**config.mk**
```make
export PLATFORM = sky130hd
export DESIGN_NAME = nearest_downscale_bgra_to_rgb_unit
export DESIGN_NICKNAME = d
export VERILOG_FILES = /design/src/hw/rtl/nds_pkg.sv /design/src/hw/rtl/nds_cfg_regs.sv /design/src/hw/rtl/nds_select.sv /design/src/hw/rtl/nearest_downscale_bgra_to_rgb_unit.sv
export SDC_FILE = /design/constraint.sdc
export NUM_CORES = 1
export LEC_CHECK = 0
export ABC_AREA = 1
export BUFFER_PORTS_ARGS = -buffer_cell sky130_fd_sc_hd__buf_2
export CAP_MARGIN = 20
export CORE_UTILIZATION = 35
export DETAILED_ROUTE_END_ITERATION = 6
export SETUP_SLACK_MARGIN = 0.1
export SYNTH_ARGS = -nofsm -noshare
export SYNTH_HDL_FRONTEND = slang
export SYNTH_SLANG_ARGS = --single-unit
```
**constraint.sdc**
```tcl
create_clock -name i_clk -period 21.5 [get_ports i_clk]
set_clock_uncertainty 0.15 [all_clocks]
set_input_delay 0 -clock i_clk [delete_from_list [all_inputs] [get_ports i_clk]]
set_output_delay 0 -clock i_clk [all_outputs]
set_load 0.005 [all_outputs]
```
**src/hw/rtl/nds_pkg.sv**
```systemverilog
// ============================================================================
// nds_pkg - shared types and constants for the nearest-neighbor downscaler
// Holds field widths, register indexes, size limits and the structs passed
// between the configuration block, the selection core and the top level.
// ============================================================================
package nds_pkg;

    // Field and counter widths
    localparam int DIM_W  = 13;   // size registers, 1..4096 after clamping
    localparam int CNT_W  = 12;   // source column / row counters
    localparam int DST_W  = 13;   // destination counters, may reach 4096
    localparam int SUM_W  = 25;   // accumulators, up to 4096*4096 plus one step
    localparam int IDX_W  = 2;    // configuration register index
    localparam int BYTE_W = 8;

    localparam int IN_DATA_W  = 24;   // blue, green, red
    localparam int OUT_DATA_W = 48;   // red, green, blue, column, row

    localparam logic [DIM_W-1:0] MAX_DIM = 13'd4096;
    localparam logic [DIM_W-1:0] MIN_DIM = 13'd1;

    // Configuration register indexes
    localparam logic [IDX_W-1:0] REG_SOURCE_WIDTH  = 2'd0;
    localparam logic [IDX_W-1:0] REG_SOURCE_HEIGHT = 2'd1;
    localparam logic [IDX_W-1:0] REG_TARGET_WIDTH  = 2'd2;
    localparam logic [IDX_W-1:0] REG_TARGET_HEIGHT = 2'd3;

    // Register reset values
    localparam logic [DIM_W-1:0] RST_SOURCE_WIDTH  = 13'd640;
    localparam logic [DIM_W-1:0] RST_SOURCE_HEIGHT = 13'd480;
    localparam logic [DIM_W-1:0] RST_TARGET_WIDTH  = 13'd32;
    localparam logic [DIM_W-1:0] RST_TARGET_HEIGHT = 13'd32;

    // Clamped frame sizes used by the selection core
    typedef struct packed {
        logic [DIM_W-1:0] src_w;
        logic [DIM_W-1:0] src_h;
        logic [DIM_W-1:0] dst_w;
        logic [DIM_W-1:0] dst_h;
    } t_sizes;

    // Selection decision for the pixel being stepped
    typedef struct packed {
        logic             keep;
        logic [CNT_W-1:0] column;
        logic [CNT_W-1:0] row;
        logic             frame_end;
    } t_select;

endpackage

```
**src/hw/rtl/nds_cfg_regs.sv**
```systemverilog
// ============================================================================
// nds_cfg_regs - size registers of the downscaler
// Stores the four frame size registers and presents them clamped: source
// sizes to 1..4096, target sizes to 1..source size.
// ============================================================================
module nds_cfg_regs (
    input  logic                        i_clk,
    input  logic                        i_rst_n,
    input  logic                        i_cfg_we,
    input  logic [nds_pkg::IDX_W-1:0]   i_cfg_idx,
    input  logic [nds_pkg::DIM_W-1:0]   i_cfg_data,
    output nds_pkg::t_sizes             o_sizes
);

    logic [nds_pkg::DIM_W-1:0] r_src_w;
    logic [nds_pkg::DIM_W-1:0] r_src_h;
    logic [nds_pkg::DIM_W-1:0] r_dst_w;
    logic [nds_pkg::DIM_W-1:0] r_dst_h;

    logic [nds_pkg::DIM_W-1:0] c_src_w;
    logic [nds_pkg::DIM_W-1:0] c_src_h;

    // Write the addressed register
    always_ff @(posedge i_clk) begin
        if (!i_rst_n) begin
            r_src_w <= nds_pkg::RST_SOURCE_WIDTH;
            r_src_h <= nds_pkg::RST_SOURCE_HEIGHT;
            r_dst_w <= nds_pkg::RST_TARGET_WIDTH;
            r_dst_h <= nds_pkg::RST_TARGET_HEIGHT;
        end else if (i_cfg_we) begin
            case (i_cfg_idx)
                nds_pkg::REG_SOURCE_WIDTH:  r_src_w <= i_cfg_data;
                nds_pkg::REG_SOURCE_HEIGHT: r_src_h <= i_cfg_data;
                nds_pkg::REG_TARGET_WIDTH:  r_dst_w <= i_cfg_data;
                nds_pkg::REG_TARGET_HEIGHT: r_dst_h <= i_cfg_data;
                default: ;
            endcase
        end
    end

    // Clamp source sizes to the supported range
    always_comb begin
        if (r_src_w < nds_pkg::MIN_DIM)      c_src_w = nds_pkg::MIN_DIM;
        else if (r_src_w > nds_pkg::MAX_DIM) c_src_w = nds_pkg::MAX_DIM;
        else                                 c_src_w = r_src_w;

        if (r_src_h < nds_pkg::MIN_DIM)      c_src_h = nds_pkg::MIN_DIM;
        else if (r_src_h > nds_pkg::MAX_DIM) c_src_h = nds_pkg::MAX_DIM;
        else                                 c_src_h = r_src_h;
    end

    // Clamp target sizes so the block only ever downscales
    always_comb begin
        o_sizes.src_w = c_src_w;
        o_sizes.src_h = c_src_h;

        if (r_dst_w < nds_pkg::MIN_DIM)  o_sizes.dst_w = nds_pkg::MIN_DIM;
        else if (r_dst_w > c_src_w)      o_sizes.dst_w = c_src_w;
        else                             o_sizes.dst_w = r_dst_w;

        if (r_dst_h < nds_pkg::MIN_DIM)  o_sizes.dst_h = nds_pkg::MIN_DIM;
        else if (r_dst_h > c_src_h)      o_sizes.dst_h = c_src_h;
        else                             o_sizes.dst_h = r_dst_h;
    end

endmodule

```
**src/hw/rtl/nds_select.sv**
```systemverilog
// ============================================================================
// nds_select - pixel selection counters
// Tracks source and destination position with add-only accumulators and
// decides whether the stepped source pixel lands on a destination pixel.
// ============================================================================
module nds_select (
    input  logic                i_clk,
    input  logic                i_rst_n,
    input  logic                i_step,
    input  logic                i_frame_start,
    input  nds_pkg::t_sizes     i_sizes,
    output nds_pkg::t_select    o_sel
);

    localparam int SUM_PAD = nds_pkg::SUM_W - nds_pkg::DIM_W;

    logic [nds_pkg::CNT_W-1:0] r_src_col, n_src_col, c_src_col;
    logic [nds_pkg::CNT_W-1:0] r_src_row, n_src_row, c_src_row;
    logic [nds_pkg::DST_W-1:0] r_dst_col, n_dst_col, c_dst_col;
    logic [nds_pkg::DST_W-1:0] r_dst_row, n_dst_row, c_dst_row;
    logic [nds_pkg::SUM_W-1:0] r_col_tsum, n_col_tsum, c_col_tsum;
    logic [nds_pkg::SUM_W-1:0] r_col_ssum, n_col_ssum, c_col_ssum;
    logic [nds_pkg::SUM_W-1:0] r_row_tsum, n_row_tsum, c_row_tsum;
    logic [nds_pkg::SUM_W-1:0] r_row_ssum, n_row_ssum, c_row_ssum;

    logic [nds_pkg::SUM_W-1:0] w_src_w, w_src_h, w_dst_w, w_dst_h;
    logic [nds_pkg::DIM_W-1:0] c_col_next, c_row_next;
    logic [nds_pkg::DST_W-1:0] c_dcol_inc, c_drow_inc;
    logic                      c_col_keep, c_row_keep;

    assign w_src_w = {{SUM_PAD{1'b0}}, i_sizes.src_w};
    assign w_src_h = {{SUM_PAD{1'b0}}, i_sizes.src_h};
    assign w_dst_w = {{SUM_PAD{1'b0}}, i_sizes.dst_w};
    assign w_dst_h = {{SUM_PAD{1'b0}}, i_sizes.dst_h};

    // Clear the working copy of the counters on a frame start
    always_comb begin
        if (i_frame_start) begin
            c_src_col  = '0;
            c_src_row  = '0;
            c_dst_col  = '0;
            c_dst_row  = '0;
            c_col_tsum = '0;
            c_col_ssum = '0;
            c_row_tsum = '0;
            c_row_ssum = '0;
        end else begin
            c_src_col  = r_src_col;
            c_src_row  = r_src_row;
            c_dst_col  = r_dst_col;
            c_dst_row  = r_dst_row;
            c_col_tsum = r_col_tsum;
            c_col_ssum = r_col_ssum;
            c_row_tsum = r_row_tsum;
            c_row_ssum = r_row_ssum;
        end
    end

    // Keep decision and result coordinates
    always_comb begin
        c_col_keep = (c_dst_col < i_sizes.dst_w) && (c_col_tsum < c_col_ssum + w_dst_w);
        c_row_keep = (c_dst_row < i_sizes.dst_h) && (c_row_tsum < c_row_ssum + w_dst_h);
        c_dcol_inc = c_dst_col + 13'd1;
        c_drow_inc = c_dst_row + 13'd1;
        c_col_next = {1'b0, c_src_col} + 13'd1;
        c_row_next = {1'b0, c_src_row} + 13'd1;

        o_sel.keep      = c_col_keep && c_row_keep;
        o_sel.column    = c_dst_col[nds_pkg::CNT_W-1:0];
        o_sel.row       = c_dst_row[nds_pkg::CNT_W-1:0];
        o_sel.frame_end = (c_dcol_inc == i_sizes.dst_w) && (c_drow_inc == i_sizes.dst_h);
    end

    // Advance columns, and rows at the end of a source row
    always_comb begin
        n_src_row  = c_src_row;
        n_dst_row  = c_dst_row;
        n_row_tsum = c_row_tsum;
        n_row_ssum = c_row_ssum;

        if (c_col_next >= i_sizes.src_w) begin
            n_src_col  = '0;
            n_dst_col  = '0;
            n_col_tsum = '0;
            n_col_ssum = '0;
            if (c_row_next >= i_sizes.src_h) begin
                n_src_row  = '0;
                n_dst_row  = '0;
                n_row_tsum = '0;
                n_row_ssum = '0;
            end else begin
                if (c_row_keep) begin
                    n_dst_row  = c_drow_inc;
                    n_row_tsum = c_row_tsum + w_src_h;
                end
                n_src_row  = c_row_next[nds_pkg::CNT_W-1:0];
                n_row_ssum = c_row_ssum + w_dst_h;
            end
        end else begin
            n_src_col  = c_col_next[nds_pkg::CNT_W-1:0];
            n_col_ssum = c_col_ssum + w_dst_w;
            n_dst_col  = c_col_keep ? c_dcol_inc : c_dst_col;
            n_col_tsum = c_col_keep ? (c_col_tsum + w_src_w) : c_col_tsum;
        end
    end

    // Update the counters once per stepped pixel
    always_ff @(posedge i_clk) begin
        if (!i_rst_n) begin
            r_src_col  <= '0;
            r_src_row  <= '0;
            r_dst_col  <= '0;
            r_dst_row  <= '0;
            r_col_tsum <= '0;
            r_col_ssum <= '0;
            r_row_tsum <= '0;
            r_row_ssum <= '0;
        end else if (i_step) begin
            r_src_col  <= n_src_col;
            r_src_row  <= n_src_row;
            r_dst_col  <= n_dst_col;
            r_dst_row  <= n_dst_row;
            r_col_tsum <= n_col_tsum;
            r_col_ssum <= n_col_ssum;
            r_row_tsum <= n_row_tsum;
            r_row_ssum <= n_row_ssum;
        end
    end

endmodule

```
**src/hw/rtl/nearest_downscale_bgra_to_rgb_unit.sv**
```systemverilog
// ============================================================================
// nearest_downscale_bgra_to_rgb_unit - nearest-neighbor image downscaler
// Selects source pixels of a raster stream onto a smaller destination grid
// and emits them as R,G,B with destination coordinates.
// ============================================================================
// Usage:
//   Slave stream: one source pixel per request, tdata = {red, green, blue}
//   with blue in the lowest byte; tuser marks the first pixel of a frame and
//   clears all position counters before that pixel is handled.
//   Master stream: one request per kept pixel, tdata = {row, column, blue,
//   green, red} with red in the lowest byte; tlast marks the last pixel of
//   the destination frame. Dropped pixels produce no request.
//   Size registers are written on the plain config port while the stream
//   is idle; target sizes are clamped to the source sizes.
// Timing:
//   A pixel passes one input register, then the selection logic into the
//   output register. Throughput is one source pixel per cycle while the
//   output is not stalled, set by the add and compare path of the column
//   and row accumulators.
//   When the receiver stalls the output register holds its request and the
//   input register keeps accepting until it is full as well.
//   Reset (synchronous, active low) empties both registers, clears the
//   counters and loads sizes 640x480 to 32x32.
// ============================================================================
module nearest_downscale_bgra_to_rgb_unit (
    input  logic                              i_clk,
    input  logic                              i_rst_n,
    // Source pixel stream
    input  logic                              i_s_tvalid,
    output logic                              o_s_tready,
    input  logic [nds_pkg::IN_DATA_W-1:0]     i_s_tdata,   // blue, green, red
    input  logic                              i_s_tuser,   // frame_start
    // Destination pixel stream
    output logic                              o_m_tvalid,
    input  logic                              i_m_tready,
    output logic [nds_pkg::OUT_DATA_W-1:0]    o_m_tdata,   // red, green, blue, column, row
    output logic                              o_m_tlast,   // frame_end
    // Configuration write port
    input  logic                              i_cfg_we,
    input  logic [nds_pkg::IDX_W-1:0]         i_cfg_idx,
    input  logic [nds_pkg::DIM_W-1:0]         i_cfg_data
);

    nds_pkg::t_sizes  w_sizes;
    nds_pkg::t_select w_sel;

    logic                               r_in_valid;
    logic [nds_pkg::IN_DATA_W-1:0]      r_in_data;
    logic                               r_in_start;
    logic                               r_out_valid;
    logic [nds_pkg::OUT_DATA_W-1:0]     r_out_data;
    logic                               r_out_last;
    logic                               w_consume;

    nds_cfg_regs u_cfg (
        .i_clk      (i_clk),
        .i_rst_n    (i_rst_n),
        .i_cfg_we   (i_cfg_we),
        .i_cfg_idx  (i_cfg_idx),
        .i_cfg_data (i_cfg_data),
        .o_sizes    (w_sizes)
    );

    nds_select u_select (
        .i_clk         (i_clk),
        .i_rst_n       (i_rst_n),
        .i_step        (w_consume),
        .i_frame_start (r_in_start),
        .i_sizes       (w_sizes),
        .o_sel         (w_sel)
    );

    // Step the held pixel whenever the output register can take its result
    assign w_consume  = r_in_valid && (!r_out_valid || i_m_tready);
    assign o_s_tready = !r_in_valid || w_consume;

    // Input register
    always_ff @(posedge i_clk) begin
        if (!i_rst_n) begin
            r_in_valid <= 1'b0;
        end else if (o_s_tready) begin
            r_in_valid <= i_s_tvalid;
        end
    end

    always_ff @(posedge i_clk) begin
        if (o_s_tready && i_s_tvalid) begin
            r_in_data  <= i_s_tdata;
            r_in_start <= i_s_tuser;
        end
    end

    // Output register: load kept pixels, drop the valid once taken
    always_ff @(posedge i_clk) begin
        if (!i_rst_n) begin
            r_out_valid <= 1'b0;
        end else if (w_consume) begin
            r_out_valid <= w_sel.keep;
        end else if (i_m_tready) begin
            r_out_valid <= 1'b0;
        end
    end

    // Swap red and blue into R,G,B order and attach the coordinates
    always_ff @(posedge i_clk) begin
        if (w_consume && w_sel.keep) begin
            r_out_data <= {w_sel.row, w_sel.column,
                           r_in_data[7:0], r_in_data[15:8], r_in_data[23:16]};
            r_out_last <= w_sel.frame_end;
        end
    end

    assign o_m_tvalid = r_out_valid;
    assign o_m_tdata  = r_out_data;
    assign o_m_tlast  = r_out_last;

endmodule

```
# After elaboration in Yosys (flattened, before gate mapping)
# Index checks and enable logic that the tools add are counted.
# totals
register_bits	278
input_bits	45
ram_bits	0
latchBits	0
output_inout_bits	51
mem_count	0
wordCells	96
mem_bits_ro	0
# op_classes
div_mod_pow	0
n_shift	0
multipliers	0
bitwise_logic	0
n_lt_le_gt_ge	14
eq_ne	5
muxes	34
addsub	8
reduce_logical	17
# op_table
op	count
two-way mux 25 bit	12
two-way mux 13 bit	15
adder 25 x 13 -> 25 bit	4
two-way mux 12 bit	5
< comparator 13 x 1 -> 1 bit (second input constant)	4
< comparator 25 bit	2
adder 12 x 1 -> 13 bit (second input constant)	2
adder 13 x 1 -> 13 bit (second input constant)	2
equality test 13 bit	2
>= comparator 13 bit	2
> comparator 13 bit	2
> comparator 13 bit (second input constant)	2
< comparator 13 bit	2
AND reduction 2 bit	4
logical AND 1 bit	7
equality test 2 bit (second input constant)	2
equality test 2 x 1 -> 1 bit (second input constant)	1
zero test 1 bit	2
zero test 2 bit	1
logical OR 1 bit	2
two-way mux 1 bit	2
nonzero test 2 bit	1

# Longest topological paths before layout
# logic_depth
ltp_word	12
ltp_mapped	46
ltp_nobuf	45

# Cells and area by module
# Synthesis repeated with hierarchy kept, for this count alone.
# hier_totals
hier_cells	3225
area_unflattened_um2	21042.7
# modules_own_cells
module	cells_each	n_inst	seq_area_each_um2	area_per_inst_um2
nds_select	2593	1	3002.9	15285.9
nds_cfg_regs	541	1	1041.0	3427.0
nearest_downscale_bgra_to_rgb_unit	91	1	2262.2	2329.7

# Worst setup path after synthesis
# No wires, ideal clock.
# synth_timing
path_kind	reg-to-reg
from	reg u_cfg.r_src_w[5] in the netlist's numbering
to	reg r_out_data, in the netlist o_m_tdata[0], enable pin
path_stages_with_launch	39
setup_time_ns	0.518
arrival_ns	8.743
n_path_buf	1
period_less_slack_ns	9.411
path_slack_ns	12.089
t_required_ns	20.832
path_cell_list	dfxtp_1 > nor4_1 > nand4_1 > nand2_1 > nand2_1 > ha_1 > a21oi_1 > o21ai_0 > a21oi_1 > nor2_1 > o21ai_0 > nand2_1 > nand2_1 > buf_2 > a21oi_1 > o21ai_0 > ha_1 > inv_1 > [3 not listed] > nand2_1 > a21boi_1 > o21ai_0 > nand2_1 > nand2_1 > nand2_1 > nor2_1 > nand2_1 > xor2_1 > inv_1 > ha_1 > a21oi_1 > o21ai_0 > nand2_1 > o211ai_1 > a21oi_1 > nand3_1 > nor3_1
# synth_between
elab_chain_len	11
elab_cells_between_ends	13
classes_between	1 x add/sub; 5 x order compare; 4 x mux; 3 x reduce/logical
# synth_lines
element	line_no	source
start: declaration	nds_cfg_regs.sv:15	logic [nds_pkg::DIM_W-1:0] r_src_w;
start signal: assignment	nds_cfg_regs.sv:26	r_src_w <= nds_pkg::RST_SOURCE_WIDTH;
start signal: assignment	nds_cfg_regs.sv:32	nds_pkg::REG_SOURCE_WIDTH: r_src_w <= i_cfg_data;
> comparator 13 bit	nds_cfg_regs.sv:44	else if (r_src_w > nds_pkg::MAX_DIM) c_src_w = nds_pkg::MAX_DIM;
two-way mux 13 bit	nds_cfg_regs.sv:44	
two-way mux 13 bit *	nds_cfg_regs.sv:43	if (r_src_w < nds_pkg::MIN_DIM) c_src_w = nds_pkg::MIN_DIM;
> comparator 13 bit	nds_cfg_regs.sv:58	else if (r_dst_w > c_src_w) o_sizes.dst_w = c_src_w;
two-way mux 13 bit *	nds_cfg_regs.sv:58	
two-way mux 13 bit *	nds_cfg_regs.sv:57	if (r_dst_w < nds_pkg::MIN_DIM) o_sizes.dst_w = nds_pkg::MIN_DIM;
adder 25 x 13 -> 25 bit	nds_select.sv:61	c_col_keep = (c_dst_col < i_sizes.dst_w) && (c_col_tsum < c_col_ssum + w_dst_w);
< comparator 25 bit	nds_select.sv:61	
logical AND 1 bit *	nds_select.sv:61	
logical AND 1 bit *	nds_select.sv:68	o_sel.keep = c_col_keep && c_row_keep;
logical AND 1 bit *	nearest_downscale_bgra_to_rgb_unit.sv:106	if (w_consume && w_sel.keep) begin
end signal: assignment	nearest_downscale_bgra_to_rgb_unit.sv:107	r_out_data <= {w_sel.row, w_sel.column,
end: declaration	nearest_downscale_bgra_to_rgb_unit.sv:51	logic [nds_pkg::OUT_DATA_W-1:0] r_out_data;
# Every way passes the cells marked *; elsewhere a longest branch is shown, timed or not.
# A chain may end at the register's enable or synchronous reset.

# Worst setup path after layout
# layout_timing
from	reg u_cfg.r_src_w[5] in the netlist's numbering
to	reg u_select.r_col_tsum[16] in the netlist's numbering
# layout_between
elab_chain_len	11
elab_cells_between_ends	15
classes_between	2 x add/sub; 6 x order compare; 6 x mux; 1 x reduce/logical
# layout_lines
element	line_no	source
> comparator 13 bit	nds_cfg_regs.sv:44	
two-way mux 13 bit	nds_cfg_regs.sv:44	
two-way mux 13 bit *	nds_cfg_regs.sv:43	
> comparator 13 bit	nds_cfg_regs.sv:58	
two-way mux 13 bit	nds_cfg_regs.sv:58	
two-way mux 13 bit	nds_cfg_regs.sv:57	
adder 25 x 13 -> 25 bit	nds_select.sv:61	
< comparator 25 bit	nds_select.sv:61	
logical AND 1 bit	nds_select.sv:61	
two-way mux 25 bit	nds_select.sv:103	n_col_tsum = c_col_keep ? (c_col_tsum + w_src_w) : c_col_tsum;
two-way mux 25 bit *	nds_select.sv:81	if (c_col_next >= i_sizes.src_w) begin
end signal: assignment	nds_select.sv:123	r_col_tsum <= n_col_tsum;
end: declaration	nds_select.sv:21	logic [nds_pkg::SUM_W-1:0] r_col_tsum, n_col_tsum, c_col_tsum;
# Marks and branches as above.

==> impl_results.md <==
- Adder-cell share of the synthesized area: 0.118
- GRT Overall Usage: 0.199
- Routed length per placed instance: around 15 µm
- Initial antenna violation count: 0
- Crit share post-route: 0.391
- Crit path DAT: ~8700 ps
- Run status: finished clean
- Register area: between 6000 and 7000 µm²
- P_sw: around 520 µW
- Layout Nets: roughly 3,100
- LEAKAGE: ~0.0099 µW
- Slowest CP cell: fa_1
- Setup bufs post-CTS: 0
- GPL Wtd Cong: between 0.9 and 1
- Drt pass-1 iters: 6
- H-tree Lvls: 1
- Sequential fraction of the synthesis area: 0.322
- Post-Synth Simple-Gate Area: 0.258
- Detail Route Antenna Nets: 0
- Total Power: 1560 µW
- Residual DRC: 0
- GR Util met1: 0.268
- Hold Path Class: input pin to flip-flop
- Commonest non-fill, non-tap cell in the layout: nand2_1
- Main flop type after synthesis: dfxtp_1
- Setup Viol. Count Final: 0
- Period minus WS final: around 8400 ps
- IO Pins: 96
- Switching fraction of total power: 0.336
- Distinct cells, synth: 58
- EDFF count, synth: 74
- Multi-input logic area: about 11,000 µm²
- First-pass GRT wire length: 92,100 µm
- Setup TNS: 0 ps
- Clock power share: 0.353
- Fin. Hold Viols: 0
- CORE AREA: ~55,000 µm²
- Initial Utilization: 0.354
- Crit-path max cell delay: roughly 520 ps
- Met2 GRT Util: 0.339
- Share of layout cells above drive strength 1: 0.0752
- Internal cell power: 1040 µW
- Compound-gate portion of the synthesized area: 0.155
- Final wirelength: roughly 57,000 µm
- Asr flop ratio synth: 0
- CTS buffer count: 31
- Syn nets: between 3,000 and 4,000
- Maximum VDD drop: approximately 0.064 mV
- Die area: about 57,000 µm²
- WP data required: about 22,000 ps
- Detail Placement HPWL: roughly 41,000 µm
- Startpoint class of the critical path: flip-flop
- Critical path class: flip-flop to flip-flop
- FP Rows: 86
- CTS resizes: 0
- DIE HEIGHT: between 200 and 250 µm
- Via count: roughly 18,000
- Logic pwr share: 0.262
- Largest net degree at the start of global routing: 83
- Most frequent cells in the layout: nand2_1 (610), inv_1 (408), a21oi_1 (310)
- DR iter-0 viols: approximately 1,300
- Critical-path maximum fanout: between 50 and 60
- Ys Warns: 0
- Die width: approximately 240 µm
- Drt via density: between 4 and 5
- Root buf cell: clkbuf_16
- Syn Area/Cell: between 7 and 8 µm²
- Area Overhead vs Synth: 15.4%
- Fill count: 5,789
- Fin. max-slew vios: 0
- Slew @ Worst Pin: ~1000 ps
- Crit path top cell by count: nand2_1
- CTS Buffer Depth: 3
- Largest family of logic cells by synthesized area: simple AND/OR/NAND/NOR gates
- Post-synthesis register bit count: between 200 and 300
- Mapped Area: 19,600 µm²
- RSZ-0062 raised after global routing: no
- Mapped Cells: 2,786
- Max Cap Viol: 0
- CTS tree: yes
- ANT cells: 0
- Hold Slack: about 44 ps
- Max transition margin: 0.338
- Pwr/cell area: ~69 nW/µm²
- Worst-path clk slew: roughly 60 ps
- Synth Area in XOR/XNOR: 0.0461
- PnR worst setup slack: 13,090 ps
- Critical Path Sink Type: flip-flop
- Post-synthesis mux area share: 0
- Number of port buffers: 95
- Grt ovf: 0
- Worst-Skew Late Latency: 590 ps
- Pre-CTS setup slack: 13,200 ps
- FMAX: 0.119 GHz
- M3 GR Usage: 0.0219
- Flop pwr share: 0.384
- Clk sinks: between 200 and 300
- Vias in the first global route: 17,400
- Gr busiest metal: met2
==> flip-flops by register name, indices dropped and copies added, names as in the netlist, 24 cells and up <==
name,cells
u_select.r_row_ssum,25
o_m_tdata,48
u_select.r_col_ssum,25
u_select.r_row_tsum,25
r_in_data,24
u_select.r_col_tsum,25
==> cell families after synthesis <==
family,count (synthesis)
DFF,278
and+or+nand+nor,1169
xor gates and xnor gates,102
adders and majority gates,182
buffers and inverters,509
AOI/OAI and AO/OA,546
==> worst max-delay path: cells and delay by family, from the launching register on <==
family,cells,cell delay (ps)
AND/OR/NAND/NOR,20,3530
AO/OA/AOI/OAI,12,1580
buffers and inverters,6,1330
adder cells (fa/ha/maj),3,1130
flip-flops,1,310
XOR/XNOR,1,190
==> power by group through the flow <==
stage	logic (µW)	clock network, µW	registers, µW
floorplan	280	0	611
global placement	396	0	610
detailed placement	396	0	611
CTS	409	564	600
global route	462	583	604
finish	409	552	600
==> per-stage QoR <==
| stage | std cells | instance area (µm²) | utilization |
|---|---|---|---|
| finish | 3688 | 22600 | 0.409 |
| global route | 3688 | 22600 | 0.409 |
| CTS | 3686 | 22600 | 0.409 |
| detailed placement | 3546 | 20700 | 0.375 |
| global placement | 3546 | 20700 | 0.375 |
| floorplan | 2786 | 19600 | - |
==> cells in the mapped netlist (3+ instances only) <==
| cell type | count | area share |
|---|---|---|
| a31oi_1 | 6 | 0.0019 |
| nor3_2 | 4 | 0.0020 |
| a21boi_0 | 6 | 0.0023 |
| nand4_1 | 53 | 0.017 |
| o21ai_1 | 5 | 0.0013 |
| a22oi_1 | 3 | 0.0012 |
| xor2_1 | 74 | 0.033 |
| clkbuf_1 | 68 | 0.013 |
| nor4_1 | 21 | 0.0067 |
| buf_2 | 16 | 0.0041 |
| nand2_1 | 611 | 0.12 |
| o21bai_1 | 5 | 0.0019 |
| xnor2_1 | 27 | 0.012 |
| edfxtp_1 | 74 | 0.11 |
| inv_2 | 3 | 0.00058 |
| nor2_1 | 266 | 0.051 |
| o211ai_1 | 47 | 0.018 |
| or2_2 | 6 | 0.0019 |
| o21ai_2 | 5 | 0.0022 |
| o21a_1 | 3 | 0.0012 |
| a21oi_1 | 310 | 0.079 |
| buf_1 | 9 | 0.0017 |
| o21ai_0 | 122 | 0.031 |
| nand3_1 | 117 | 0.030 |
| nand3b_1 | 7 | 0.0027 |
| inv_1 | 409 | 0.078 |
| dfxtp_1 | 204 | 0.21 |
| a221oi_1 | 7 | 0.0031 |
| nor2_2 | 7 | 0.0022 |
| ha_1 | 178 | 0.11 |
| a21o_1 | 6 | 0.0023 |
| nand2_4 | 9 | 0.0052 |
| nand2_2 | 8 | 0.0026 |
| nor3_1 | 45 | 0.012 |
| nand3_2 | 4 | 0.0020 |
| a2bb2oi_1 | 5 | 0.0022 |
| fa_1 | 4 | 0.0041 |
| o221ai_1 | 3 | 0.0013 |
==> layout make-up <==
type / instances / share of cell area
Multi-Input combinational cell: 1999 / 0.502
Sequential cell: 278 / 0.279
Inverter: 412 / 0.0686
Timing Repair Buffer: 193 / 0.0631
Tap cell: 748 / 0.0414
Clock buffer: 41 / 0.0369
Clock inverter: 17 / 0.00892
==> layer usage <==
layer | up-vias | share of wire
met4 | 0 | 0.023
met5 | - | 0
met1 | 8311 | 0.47
met2 | 424 | 0.46
met3 | 73 | 0.043
li1 | 9466 | -
==> path summary, 6_finish.rpt <==
kind / cells past startpoint / from / endpoint / slack [ps]
max reg2reg: 42 / u_cfg.r_src_w[5]$_SDFFE_PN0P_ / u_select.r_col_tsum[16]$_SDFFE_PN0P_ / 13090
max: 42 / u_cfg.r_src_w[5]$_SDFFE_PN0P_ / u_select.r_col_tsum[16]$_SDFFE_PN0P_ / 13090
min reg2reg: 0 / r_in_data[3]$_DFFE_PP_ / o_m_tdata[19]$_DFFE_PP_ / 270
min: 2 / i_s_tuser / r_in_start$_DFFE_PP_ / 40
==> timing repair <==
action | 4_1_cts | 5_1_grt
hold endpoints to repair | 84 | 0
setup endpoints to repair | 0 | 0
hold buffers | 82 | 0
Note: power is estimated with default switching activity, not from simulation.
